`config.mk`:
```
export PLATFORM = sky130hd
export DESIGN_NAME = utf8_to_utf7_encoder
export DESIGN_NICKNAME = d
export VERILOG_FILES = /design/src/hw/rtl/u8u7_pkg.sv /design/src/hw/rtl/utf8_to_utf7_encoder.sv /design/src/hw/rtl/u8u7_queue.sv /design/src/hw/rtl/u8u7_front.sv /design/src/hw/rtl/u8u7_back.sv
export SDC_FILE = /design/constraint.sdc
export NUM_CORES = 1
export LEC_CHECK = 0
export ABC_AREA = 0
export BUFFER_PORTS_ARGS = -buffer_cell sky130_fd_sc_hd__buf_2
export CAP_MARGIN = 25
export CORE_MARGIN = 1.5
export CORE_UTILIZATION = 58
export DETAILED_ROUTE_END_ITERATION = 6
export PLACE_DENSITY = 0.82
export SYNTH_ARGS = -nofsm -noshare
export SYNTH_HDL_FRONTEND = slang
export SYNTH_SLANG_ARGS = --single-unit
export TNS_END_PERCENT = 10
```
`constraint.sdc`:
```
create_clock -name clk_i -period 4.5 [get_ports clk_i]
set_input_delay 0.45 -clock clk_i [delete_from_list [all_inputs] [get_ports clk_i]]
set_output_delay 0.45 -clock clk_i [all_outputs]
set_load 0.02 [all_outputs]
```
`src/hw/rtl/u8u7_pkg.sv`:
```
`default_nettype none

package u8u7_pkg;

  // Depth of the queue between front and back.
  localparam int unsigned QDEPTH = 2;
  localparam int unsigned QPTR_W = (QDEPTH > 1) ? $clog2(QDEPTH) : 1;
  localparam int unsigned QCNT_W = $clog2(QDEPTH + 1);

  // ASCII codes with special meaning in UTF-7.
  localparam logic [6:0] CH_LF     = 7'h0A;
  localparam logic [6:0] CH_CR     = 7'h0D;
  localparam logic [6:0] CH_DQUOTE = 7'h22;
  localparam logic [6:0] CH_PLUS   = 7'h2B;
  localparam logic [6:0] CH_DASH   = 7'h2D;
  localparam logic [6:0] CH_SLASH  = 7'h2F;
  localparam logic [6:0] CH_EQUALS = 7'h3D;
  localparam logic [6:0] CH_BSLASH = 7'h5C;
  localparam logic [6:0] CH_TILDE  = 7'h7E;

  // What the back has to do with one queued request.
  typedef enum logic [2:0] {
    OP_NONE,    // end of stream only
    OP_DIRECT,  // character sent as itself
    OP_PLUS,    // '+' : "+-" outside a run, a unit inside one
    OP_UNIT,    // one 16-bit unit into base64
    OP_PAIR     // surrogate pair
  } op_kind_e;

  typedef struct packed {
    op_kind_e    kind;
    logic [6:0]  ch;       // direct character
    logic        dash;     // direct char needs '-' before it when closing a run
    logic [15:0] u0;
    logic [15:0] u1;
    logic        do_end;   // flush and close after this request
    logic        op_last;  // final request of its input byte
  } op_t;

  typedef enum logic [2:0] {
    BK_IDLE,
    BK_DIRECT,
    BK_PLUS,
    BK_DASH,
    BK_UNIT0,
    BK_UNIT1,
    BK_END
  } back_state_e;

  function automatic logic [6:0] b64_char(input logic [5:0] v);
    logic [6:0] w;
    logic [6:0] c;
    begin
      w = {1'b0, v};
      if (v < 6'd26) begin
        c = w + 7'h41;
      end else if (v < 6'd52) begin
        c = w + 7'h47;
      end else if (v < 6'd62) begin
        c = w - 7'h04;
      end else if (v == 6'd62) begin
        c = CH_PLUS;
      end else begin
        c = CH_SLASH;
      end
      return c;
    end
  endfunction

endpackage

`default_nettype wire

```
`src/hw/rtl/utf8_to_utf7_encoder.sv`:
```
// UTF-8 to UTF-7 stream encoder. Bytes enter on the in_* request channel with
// in_last_i on the final byte of a string; UTF-7 characters leave on the out_*
// channel, out_last_o set on the final character caused by an input byte (a
// byte that only buffers a continuation causes none). The front decodes and
// classifies each byte and queues at most one request per byte, except that a
// last byte cutting a sequence short queues up to three (the lead, then one or
// two re-parsed codes); the back turns requests into characters, one character
// per cycle while the output is not stalled, into a registered output stage.
// A plain ASCII byte costs a request fetch plus the character; each further
// character (escape dash, run opener, base64 digit) adds to that, and a base64
// group is four digits. A last byte that ends a sequence cut short holds the
// input off while its re-parsed codes (one or two) are queued, and longer while
// the request queue is full. Throughput is set by the back sequencer's one
// character per cycle while the output is not stalled; a two-entry request
// queue lets the front run ahead.
`default_nettype none

module utf8_to_utf7_encoder import u8u7_pkg::*; (
  input  wire logic       clk_i,
  input  wire logic       rst_ni,
  input  wire logic       in_valid_i,
  output logic            in_ready_o,
  input  wire logic [7:0] in_byte_i,
  input  wire logic       in_last_i,
  output logic            out_valid_o,
  input  wire logic       out_ready_i,
  output logic [6:0]      out_char_o,
  output logic            out_last_o
);

  // request queue between front and back
  logic q_push, q_full, q_pop, q_valid;
  op_t  q_push_op, q_op;

  // front: UTF-8 sequence tracking, code point decode, request classification
  u8u7_front u_front (
    .clk_i      (clk_i),
    .rst_ni     (rst_ni),
    .in_valid_i (in_valid_i),
    .in_ready_o (in_ready_o),
    .in_byte_i  (in_byte_i),
    .in_last_i  (in_last_i),
    .push_o     (q_push),
    .push_op_o  (q_push_op),
    .full_i     (q_full)
  );

  u8u7_queue u_queue (
    .clk_i     (clk_i),
    .rst_ni    (rst_ni),
    .push_i    (q_push),
    .push_op_i (q_push_op),
    .full_o    (q_full),
    .pop_i     (q_pop),
    .valid_o   (q_valid),
    .op_o      (q_op)
  );

  // back: base64 packing, run open/close, output register
  u8u7_back u_back (
    .clk_i       (clk_i),
    .rst_ni      (rst_ni),
    .q_valid_i   (q_valid),
    .q_op_i      (q_op),
    .q_pop_o     (q_pop),
    .out_valid_o (out_valid_o),
    .out_ready_i (out_ready_i),
    .out_char_o  (out_char_o),
    .out_last_o  (out_last_o)
  );

  // never write a full queue
  assert property (@(posedge clk_i) disable iff (!rst_ni) q_push |-> !q_full)
    else $error("request queue overrun");

  // never read an empty queue
  assert property (@(posedge clk_i) disable iff (!rst_ni) q_pop |-> q_valid)
    else $error("request queue underrun");

  // end-of-stream work always rides on the final request of its byte
  assert property (@(posedge clk_i) disable iff (!rst_ni)
    (q_push && q_push_op.do_end) |-> q_push_op.op_last)
    else $error("end of stream on a non-final request");

  // input is held off while cut-short leftovers are being queued
  assert property (@(posedge clk_i) disable iff (!rst_ni)
    (q_push && !q_push_op.op_last) |=> !in_ready_o)
    else $error("input accepted during re-parse");

endmodule

`default_nettype wire

```
`src/hw/rtl/u8u7_queue.sv`:
```
`default_nettype none

module u8u7_queue import u8u7_pkg::*; (
  input  wire logic clk_i,
  input  wire logic rst_ni,
  input  wire logic push_i,
  input  wire op_t  push_op_i,
  output logic      full_o,
  input  wire logic pop_i,
  output logic      valid_o,
  output op_t       op_o
);

  op_t               mem_q [QDEPTH];
  logic [QPTR_W-1:0] wr_ptr_q, wr_ptr_d;
  logic [QPTR_W-1:0] rd_ptr_q, rd_ptr_d;
  logic [QCNT_W-1:0] cnt_q, cnt_d;

  assign full_o  = (cnt_q == QCNT_W'(QDEPTH));
  assign valid_o = (cnt_q != '0);
  assign op_o    = mem_q[rd_ptr_q];

  always_comb begin
    wr_ptr_d = wr_ptr_q;
    rd_ptr_d = rd_ptr_q;
    cnt_d    = cnt_q;
    if (push_i) begin
      wr_ptr_d = (wr_ptr_q == QPTR_W'(QDEPTH - 1)) ? '0 : wr_ptr_q + 1'b1;
    end
    if (pop_i) begin
      rd_ptr_d = (rd_ptr_q == QPTR_W'(QDEPTH - 1)) ? '0 : rd_ptr_q + 1'b1;
    end
    case ({push_i, pop_i})
      2'b10:   cnt_d = cnt_q + 1'b1;
      2'b01:   cnt_d = cnt_q - 1'b1;
      default: cnt_d = cnt_q;
    endcase
  end

  always_ff @(posedge clk_i or negedge rst_ni) begin
    if (!rst_ni) begin
      wr_ptr_q <= '0;
      rd_ptr_q <= '0;
      cnt_q    <= '0;
    end else begin
      wr_ptr_q <= wr_ptr_d;
      rd_ptr_q <= rd_ptr_d;
      cnt_q    <= cnt_d;
    end
  end

  always_ff @(posedge clk_i) begin
    if (push_i) begin
      mem_q[wr_ptr_q] <= push_op_i;
    end
  end

endmodule

`default_nettype wire

```
`src/hw/rtl/u8u7_front.sv`:
```
`default_nettype none

module u8u7_front import u8u7_pkg::*; (
  input  wire logic       clk_i,
  input  wire logic       rst_ni,
  input  wire logic       in_valid_i,
  output logic            in_ready_o,
  input  wire logic [7:0] in_byte_i,
  input  wire logic       in_last_i,
  output logic            push_o,
  output op_t             push_op_o,
  input  wire logic       full_i
);

  function automatic logic [1:0] cont_count(input logic [7:0] b);
    logic [1:0] n;
    begin
      if (b <= 8'h7F) begin
        n = 2'd0;
      end else if (b <= 8'hDF) begin
        n = 2'd1;
      end else if (b <= 8'hEF) begin
        n = 2'd2;
      end else begin
        n = 2'd3;
      end
      return n;
    end
  endfunction

  function automatic logic is_b64(input logic [6:0] c);
    begin
      return (c >= 7'h41 && c <= 7'h5A) || (c >= 7'h61 && c <= 7'h7A) ||
             (c >= 7'h30 && c <= 7'h39) || c == CH_PLUS || c == CH_SLASH;
    end
  endfunction

  function automatic op_t classify(input logic [20:0] cp);
    op_t        o;
    logic [20:0] v;
    logic [6:0]  c;
    logic        direct;
    begin
      o      = '0;
      c      = cp[6:0];
      v      = cp - 21'h010000;
      direct = (cp < 21'd127) && c != CH_LF && c != CH_CR && c != CH_BSLASH &&
               c != CH_TILDE && c != CH_PLUS && c != CH_EQUALS && c != CH_DQUOTE;
      o.ch   = c;
      o.dash = is_b64(c) || (c == CH_DASH);
      o.kind = OP_UNIT;
      o.u0   = cp[15:0];
      if (direct) begin
        o.kind = OP_DIRECT;
      end else if (cp == {14'd0, CH_PLUS}) begin
        o.kind = OP_PLUS;
      end else if (cp > 21'h10FFFF) begin
        o.u0 = 16'hFFFD;
      end else if (cp >= 21'h010000) begin
        o.kind = OP_PAIR;
        o.u0   = {6'b110110, v[19:10]};
        o.u1   = {6'b110111, v[9:0]};
      end
      return o;
    end
  endfunction

  logic [1:0]  seq_needed_q, seq_needed_d;
  logic [1:0]  seq_have_q, seq_have_d;
  logic [7:0]  sb0_q, sb0_d, sb1_q, sb1_d, sb2_q, sb2_d;
  logic [10:0] rem0_q, rem0_d, rem1_q, rem1_d;
  logic [1:0]  rem_cnt_q, rem_cnt_d;

  logic        rem_busy, acc, complete;
  logic        have_code, pend_lead, buffering, none_op;
  logic        op_last, do_end;
  logic [1:0]  cc_b;
  logic [20:0] cp, dec;
  op_t         op;

  assign rem_busy   = (rem_cnt_q != 2'd0);
  assign in_ready_o = !full_i && !rem_busy;
  assign acc        = in_valid_i && in_ready_o;
  assign cc_b       = cont_count(in_byte_i);
  assign complete   = (seq_needed_q != 2'd0) &&
                      (({1'b0, seq_have_q} + 3'd1) >= {1'b0, seq_needed_q});

  always_comb begin
    case (seq_needed_q)
      2'd1:    dec = {10'd0, sb0_q[4:0], in_byte_i[5:0]};
      2'd2:    dec = {5'd0, sb0_q[3:0], sb1_q[5:0], in_byte_i[5:0]};
      default: dec = {sb0_q[2:0], sb1_q[5:0], sb2_q[5:0], in_byte_i[5:0]};
    endcase
  end

  always_comb begin
    seq_needed_d = seq_needed_q;
    seq_have_d   = seq_have_q;
    sb0_d        = sb0_q;
    sb1_d        = sb1_q;
    sb2_d        = sb2_q;
    rem0_d       = rem0_q;
    rem1_d       = rem1_q;
    rem_cnt_d    = rem_cnt_q;
    have_code    = 1'b0;
    pend_lead    = 1'b0;
    buffering    = 1'b0;
    none_op      = 1'b0;
    push_o       = 1'b0;
    cp           = '0;
    op_last      = 1'b0;
    do_end       = 1'b0;

    if (rem_busy) begin
      // leftover codes of a sequence cut short by the end of stream
      if (!full_i) begin
        push_o    = 1'b1;
        cp        = {10'd0, rem0_q};
        op_last   = (rem_cnt_q == 2'd1);
        do_end    = (rem_cnt_q == 2'd1);
        rem0_d    = rem1_q;
        rem_cnt_d = rem_cnt_q - 2'd1;
      end
    end else if (acc) begin
      if (seq_needed_q == 2'd0) begin
        if (cc_b == 2'd0) begin
          have_code = 1'b1;
          cp        = {13'd0, in_byte_i};
        end else begin
          sb0_d        = in_byte_i;
          seq_needed_d = cc_b;
          seq_have_d   = 2'd0;
          pend_lead    = 1'b1;
        end
      end else if (complete) begin
        have_code    = 1'b1;
        cp           = dec;
        seq_needed_d = 2'd0;
        seq_have_d   = 2'd0;
      end else begin
        if (seq_have_q[0]) begin
          sb2_d = in_byte_i;
        end else begin
          sb1_d = in_byte_i;
        end
        seq_have_d = seq_have_q + 2'd1;
        buffering  = 1'b1;
      end

      if (!in_last_i) begin
        push_o  = have_code;
        op_last = 1'b1;
      end else begin
        push_o       = 1'b1;
        op_last      = 1'b1;
        do_end       = 1'b1;
        seq_needed_d = 2'd0;
        seq_have_d   = 2'd0;
        if (pend_lead) begin
          cp = {13'd0, in_byte_i};
        end else if (buffering) begin
          // lead byte goes out alone, the rest is parsed again
          cp      = {13'd0, sb0_q};
          op_last = 1'b0;
          do_end  = 1'b0;
          if (seq_have_q == 2'd0) begin
            rem0_d    = {3'd0, in_byte_i};
            rem_cnt_d = 2'd1;
          end else if (cont_count(sb1_q) == 2'd1) begin
            rem0_d    = {sb1_q[4:0], in_byte_i[5:0]};
            rem_cnt_d = 2'd1;
          end else begin
            rem0_d    = {3'd0, sb1_q};
            rem1_d    = {3'd0, in_byte_i};
            rem_cnt_d = 2'd2;
          end
        end else if (!have_code) begin
          none_op = 1'b1;
        end
      end
    end

    op         = classify(cp);
    if (none_op) begin
      op.kind = OP_NONE;
    end
    op.op_last = op_last;
    op.do_end  = do_end;
    push_op_o  = op;
  end

  always_ff @(posedge clk_i or negedge rst_ni) begin
    if (!rst_ni) begin
      seq_needed_q <= 2'd0;
      seq_have_q   <= 2'd0;
      rem_cnt_q    <= 2'd0;
    end else begin
      seq_needed_q <= seq_needed_d;
      seq_have_q   <= seq_have_d;
      rem_cnt_q    <= rem_cnt_d;
    end
  end

  always_ff @(posedge clk_i) begin
    sb0_q  <= sb0_d;
    sb1_q  <= sb1_d;
    sb2_q  <= sb2_d;
    rem0_q <= rem0_d;
    rem1_q <= rem1_d;
  end

endmodule

`default_nettype wire

```
`src/hw/rtl/u8u7_back.sv`:
```
`default_nettype none

module u8u7_back import u8u7_pkg::*; (
  input  wire logic clk_i,
  input  wire logic rst_ni,
  input  wire logic q_valid_i,
  input  wire op_t  q_op_i,
  output logic      q_pop_o,
  output logic      out_valid_o,
  input  wire logic out_ready_i,
  output logic [6:0] out_char_o,
  output logic      out_last_o
);

  back_state_e state_q, state_d;
  op_t         cur_q, cur_d;
  logic [15:0] held_q, held_d;
  logic [1:0]  hb_q, hb_d;
  logic        run_q, run_d;
  logic [17:0] sr_q, sr_d;
  logic [1:0]  cnt_q, cnt_d;
  logic        fin_q, fin_d;
  logic        ov_q;
  logic [6:0]  oc_q;
  logic        ol_q;

  logic        can_emit, emit, emit_last, load;
  logic [6:0]  emit_char;
  logic [23:0] word, flush_word;
  logic        more_units, final_u;
  logic [15:0] unit;

  assign can_emit   = !ov_q || out_ready_i;
  assign flush_word = (hb_q == 2'd2) ? {held_q, 8'h00} : {held_q[7:0], 16'h0000};
  assign unit       = (state_q == BK_UNIT1) ? cur_q.u1 : cur_q.u0;
  assign more_units = (state_q == BK_UNIT0) && (cur_q.kind == OP_PAIR);
  // chars of this unit end the request unless more output follows
  assign final_u    = !cur_q.do_end && (!more_units || hb_q == 2'd1);

  always_comb begin
    state_d   = state_q;
    cur_d     = cur_q;
    held_d    = held_q;
    hb_d      = hb_q;
    run_d     = run_q;
    sr_d      = sr_q;
    cnt_d     = cnt_q;
    fin_d     = fin_q;
    q_pop_o   = 1'b0;
    emit      = 1'b0;
    emit_char = '0;
    emit_last = 1'b0;
    load      = 1'b0;
    word      = flush_word;

    if (cnt_q != 2'd0) begin
      // drain a base64 group
      if (can_emit) begin
        emit      = 1'b1;
        emit_char = b64_char(sr_q[17:12]);
        sr_d      = {sr_q[11:0], 6'd0};
        cnt_d     = cnt_q - 2'd1;
        emit_last = (cnt_q == 2'd1) && fin_q && cur_q.op_last;
      end
    end else begin
      case (state_q)
        BK_IDLE: begin
          if (q_valid_i) begin
            q_pop_o = 1'b1;
            cur_d   = q_op_i;
            case (q_op_i.kind)
              OP_DIRECT: state_d = BK_DIRECT;
              OP_PLUS:   state_d = run_q ? BK_UNIT0 : BK_PLUS;
              OP_UNIT:   state_d = BK_UNIT0;
              OP_PAIR:   state_d = BK_UNIT0;
              OP_NONE:   state_d = BK_END;
              default:   state_d = BK_IDLE;
            endcase
          end
        end
        BK_DIRECT: begin
          if (can_emit) begin
            if (hb_q != 2'd0) begin
              load   = 1'b1;
              fin_d  = 1'b0;
              held_d = '0;
              hb_d   = 2'd0;
            end else if (run_q && cur_q.dash) begin
              emit      = 1'b1;
              emit_char = CH_DASH;
              run_d     = 1'b0;
            end else begin
              emit      = 1'b1;
              emit_char = cur_q.ch;
              emit_last = cur_q.op_last;
              run_d     = 1'b0;
              state_d   = BK_IDLE;
            end
          end
        end
        BK_PLUS: begin
          if (can_emit) begin
            emit      = 1'b1;
            emit_char = CH_PLUS;
            state_d   = BK_DASH;
          end
        end
        BK_DASH: begin
          if (can_emit) begin
            emit      = 1'b1;
            emit_char = CH_DASH;
            emit_last = cur_q.op_last;
            state_d   = BK_IDLE;
          end
        end
        BK_UNIT0, BK_UNIT1: begin
          if (can_emit) begin
            case (hb_q)
              2'd0: begin
                held_d = unit;
                hb_d   = 2'd2;
                if (!run_q) begin
                  emit      = 1'b1;
                  emit_char = CH_PLUS;
                  emit_last = final_u && cur_q.op_last;
                  run_d     = 1'b1;
                end
              end
              2'd2: begin
                word   = {held_q, unit[15:8]};
                load   = 1'b1;
                fin_d  = final_u;
                held_d = {8'h00, unit[7:0]};
                hb_d   = 2'd1;
              end
              default: begin
                word   = {held_q[7:0], unit};
                load   = 1'b1;
                fin_d  = final_u;
                held_d = '0;
                hb_d   = 2'd0;
              end
            endcase
            if (more_units) begin
              state_d = BK_UNIT1;
            end else if (cur_q.do_end) begin
              state_d = BK_END;
            end else begin
              state_d = BK_IDLE;
            end
          end
        end
        BK_END: begin
          if (can_emit) begin
            if (hb_q != 2'd0) begin
              load   = 1'b1;
              fin_d  = 1'b0;
              held_d = '0;
              hb_d   = 2'd0;
            end else if (run_q) begin
              emit      = 1'b1;
              emit_char = CH_DASH;
              emit_last = cur_q.op_last;
              run_d     = 1'b0;
              state_d   = BK_IDLE;
            end else begin
              state_d = BK_IDLE;
            end
          end
        end
        default: state_d = BK_IDLE;
      endcase

      if (load) begin
        // first char of the group goes out now, three follow
        emit      = 1'b1;
        emit_char = b64_char(word[23:18]);
        emit_last = 1'b0;
        sr_d      = word[17:0];
        cnt_d     = 2'd3;
      end
    end
  end

  always_ff @(posedge clk_i or negedge rst_ni) begin
    if (!rst_ni) begin
      state_q <= BK_IDLE;
      held_q  <= '0;
      hb_q    <= 2'd0;
      run_q   <= 1'b0;
      cnt_q   <= 2'd0;
      fin_q   <= 1'b0;
      ov_q    <= 1'b0;
    end else begin
      state_q <= state_d;
      held_q  <= held_d;
      hb_q    <= hb_d;
      run_q   <= run_d;
      cnt_q   <= cnt_d;
      fin_q   <= fin_d;
      if (emit) begin
        ov_q <= 1'b1;
      end else if (out_ready_i) begin
        ov_q <= 1'b0;
      end
    end
  end

  always_ff @(posedge clk_i) begin
    cur_q <= cur_d;
    sr_q  <= sr_d;
    if (emit) begin
      oc_q <= emit_char;
      ol_q <= emit_last;
    end
  end

  assign out_valid_o = ov_q;
  assign out_char_o  = oc_q;
  assign out_last_o  = ol_q;

endmodule

`default_nettype wire

```
==> reports/summary.log <==
INFO  worst_setup_path r2r_cells=14
INFO  worst_setup_path reg2reg_slack=380ps
INFO  final_layout   diodes=0
INFO  pwr            power_density=735mW/mm²
INFO  clocking       cts_buffer_depth=3
INFO  clocking       tritoncts=yes
INFO  sta            final_max_slew_viol_count=0
INFO  sta            finalWorstSetupSlack=375ps
INFO  final_layout   design.final.nets=1036
INFO  sta            setup_tns=0ps
INFO  worst_setup_path worstPathMaxFanout=13
INFO  sta            achievable-frequency=242MHz
INFO  synthesis      synth_seq_cells=223
INFO  sta            slew-limit-headroom=34.5%
INFO  die            die_y=142µm
INFO  clocking       cts.clk_slew.worst_paths=60ps
INFO  routing        drt-pass1-iter-count=6
INFO  synthesis      ys.warnings.count=0
INFO  grt            grt_remaining_overflow=0
INFO  grt            top_usage_layer=met2
INFO  synthesis      post_synth_and_or_nand_nor_area_fraction=13.7%
INFO  synthesis      synth_area_leaders=edfxtp_1 50%, dfrtp_1 8.0%, mux2_2 4.2%
INFO  placed_design  io_buffer_count=22
INFO  grt            first_global_vias=7562
INFO  worst_setup_path worst-setup-path-type=reg2reg
INFO  die            floorplan.die_area=0.0202mm²
INFO  clocking       clk_root_buffer_cell=clkbuf_16
INFO  synthesis      async_flop_share=16.1%
INFO  synthesis      synthesis.area_per_instance=11.4µm²
INFO  synthesis      synthesized_area_fraction_occupied_by_ao_oa_aoi_and_oai_cells=15.3%
INFO  synthesis      synth_top_family_by_area=compound AO/OA/AOI/OAI gates
INFO  worst_setup_path worstPathArrival=4380ps
INFO  routing        route.vias.total=7857
INFO  final_layout   area_delta_synth_final=9.91%
INFO  sta            report.final.hold_viol_count=0
INFO  synthesis      sequential_to_total_area_share_from_yosys_stat=58.0%
INFO  die            die_w=142µm
INFO  sta            worst_pin_slew=975ps
INFO  final_layout   layout-drive-gt1-share=14.6%
INFO  pwr            peakVddDrop=0.000451V
INFO  clocking       post-cts-setup-buffers=0
INFO  synthesis      post_synth_instance_area=0.0112mm²
INFO  synthesis      yosys.area_share.xor_xnor=0.702%
INFO  job            drv.max_cap_violation_count=0
INFO  clocking       clock_sinks=223
INFO  final_layout   layout.filler_cells=1415
INFO  sta            finalClockSkew=11.5ps
INFO  synthesis      synthesis.nets=1022
INFO  sta            rsz0062_at_grt=false
INFO  pwr            cellLeakagePower=4.58nW
INFO  placed_design  post_place_cells=1232
INFO  die            starting_density_of_the_core=59.7%
INFO  routing        remaining_drc_errors=0
INFO  synthesis      postSynthCellCount=985
INFO  worst_setup_path critPathRequiredTime=4750ps
INFO  sta            final_worst_path_cycle_share=91.7%
INFO  routing        drt_iter0_drc=555
INFO  placed_design  dp_slack=446ps
INFO  grt            use_met3=4.51%
INFO  grt            grt_antenna_before_repair=0
INFO  final_layout   stdcell_count=1276
INFO  grt            globalRouteMet2Util=43.2%
INFO  die            fp-row-count=50
INFO  clocking       post_cts_hold_buffer_count=0
INFO  clocking       cts.htree.levels=1
INFO  synthesis      synth.area.mux_share=6.39%
INFO  worst_setup_path capturing_element_type_of_the_critical_path=flip-flop
INFO  routing        drt-total-wl=24.7mm
INFO  clocking       number_of_buffers_created_by_cts=24
INFO  final_layout   final_util=65.6%
INFO  worst_setup_path critical_path.startpoint_type=flip-flop
INFO  synthesis      ys_types=88
INFO  grt            grt_use_met1=31.7%
INFO  sta            finalSetupViolCount=0
INFO  routing        wire_per_inst=19.4µm
INFO  hold_path      hold_path_class=in2async
INFO  placed_design  hpwlAfterDp=17.4mm
INFO  grt            grt_first_pass_wirelength=39.5mm
INFO  routing        drt.antenna.violating_nets=0
INFO  synthesis      post_synth_fa_ha_maj_area_fraction=2.74%
INFO  synthesis      synth_enable_flop_cells=187
INFO  clocking       worst_skew_pair.late_latency=520ps
INFO  grt            global_route.usage.total=25.1%
INFO  sta            finalHoldWorstSlack=56.3ps
INFO  final_layout   most-common-layout-cells=187 x edfxtp_1, 108 x nand2_1, 81 x nor2_1
INFO  die            pin_count=23
INFO  status         status=finished, final reports clean
INFO  grt            grt_start_max_net_pins=41
INFO  final_layout   mostFrequentLayoutCell=edfxtp_1
INFO  routing        routed_via_density=6.16
INFO  clocking       post_cts.resized_instances=0
INFO  die            core_box_area=0.0188mm²
INFO  synthesis      synthDominantAreaCellType=edfxtp_1
INFO  synthesis      synth_largest_type_area_fraction=50.0%
INFO  synthesis      ys_dominant_reg_cell=edfxtp_1
INFO  sta            fin_crit=4120ps
INFO  placed_design  gpl.final_weighted_congestion=0.959
==> layout make-up <==
type	count	area, µm²	area share, %
clock buffer	35	693	5.61
sequential	223	6520	52.8
multi-input combinational	676	4380	35.5
inverter	39	149	1.21
timing repair buffer	35	218	1.76
tap	260	325	2.63
clock inverter	8	66.3	0.537
==> worst max-delay path, cell delays in order (launching register included) <==
cell	delay, ps
dfrtp_1	430
inv_1	130
fa_1	490
nor2_2	210
a21boi_2	140
a2111oi_0	550
o41a_1	480
inv_1	160
nor4_1	250
nand4_1	110
nor4b_2	210
a21oi_4	270
nand2_4	180
inv_4	150
a21oi_1	90
==> sequential cells by signal, summed over array words and instances, names as in the netlist, 3 cells and up <==
name,count
u_back.cur_q,40
u_back.held_q,16
u_back.out_char_o,7
u_back.sr_q,18
u_back.state_q,3
u_front.rem0_q,11
u_front.rem1_q,8
u_front.sb0_q,8
u_front.sb1_q,8
u_front.sb2_q,6
u_queue.mem_q,80
==> Yosys cell counts (19+ instances only) <==
| cell | count |
|---|---|
| edfxtp_1 | 187 |
| nand2_1 | 108 |
| nor2_1 | 83 |
| a21oi_1 | 71 |
| o21ai_0 | 63 |
| mux2_2 | 42 |
| dfrtp_1 | 36 |
| inv_1 | 36 |
| clkbuf_1 | 33 |
| ha_1 | 23 |
| mux2i_1 | 23 |
| nand3_1 | 21 |
| nor3_1 | 19 |
==> routing by layer <==
metal  routed length [µm]  vias to the layer above
met5                    0                        -
met4                  981                        0
met3                 1430                       77
met2                12100                      306
met1                10200                     3755
li1                     -                     3719
==> cell families after synthesis <==
logic type                 count (synthesis)
DFF                                      223
AOI/OAI and AO/OA                        261
and+or+nand+nor                          316
muxes                                     66
buffers and inverters                     86
xor gates and xnor gates                   9
adders and majority gates                 24
==> final timing paths <==
path	from	to
setup / recovery	u_front.seq_have_q[0]	u_queue.mem_q[1][18]
hold / removal	rst_ni	u_front.seq_have_q[1]
setup reg to reg	u_front.seq_have_q[0]	u_queue.mem_q[1][18]
hold reg to reg	u_back.held_q[15]	u_back.held_q[15]
max in group asynchronous	rst_ni	u_back.held_q[8]
min in group clk_i	in_byte_i[6]	u_front.rem1_q[6]
==> per-stage QoR <==
stage | power [mW] | cell area, µm²
floorplan | 6.23 | 11200
global placement | 7.04 | 11600
detailed placement | 7.16 | 11600
CTS | 9.05 | 12300
global route | 9.62 | 12300
finish | 9.08 | 12300
==> power by group <==
group          switching [mW]  total, mW  internal, mW
clock network           0.762       1.88          1.12
logic                    2.28       3.54          1.26
registers               0.397       3.65          3.26
total                    3.44       9.08          5.64
No activity file was read; power rests on OpenSTA's default activity.
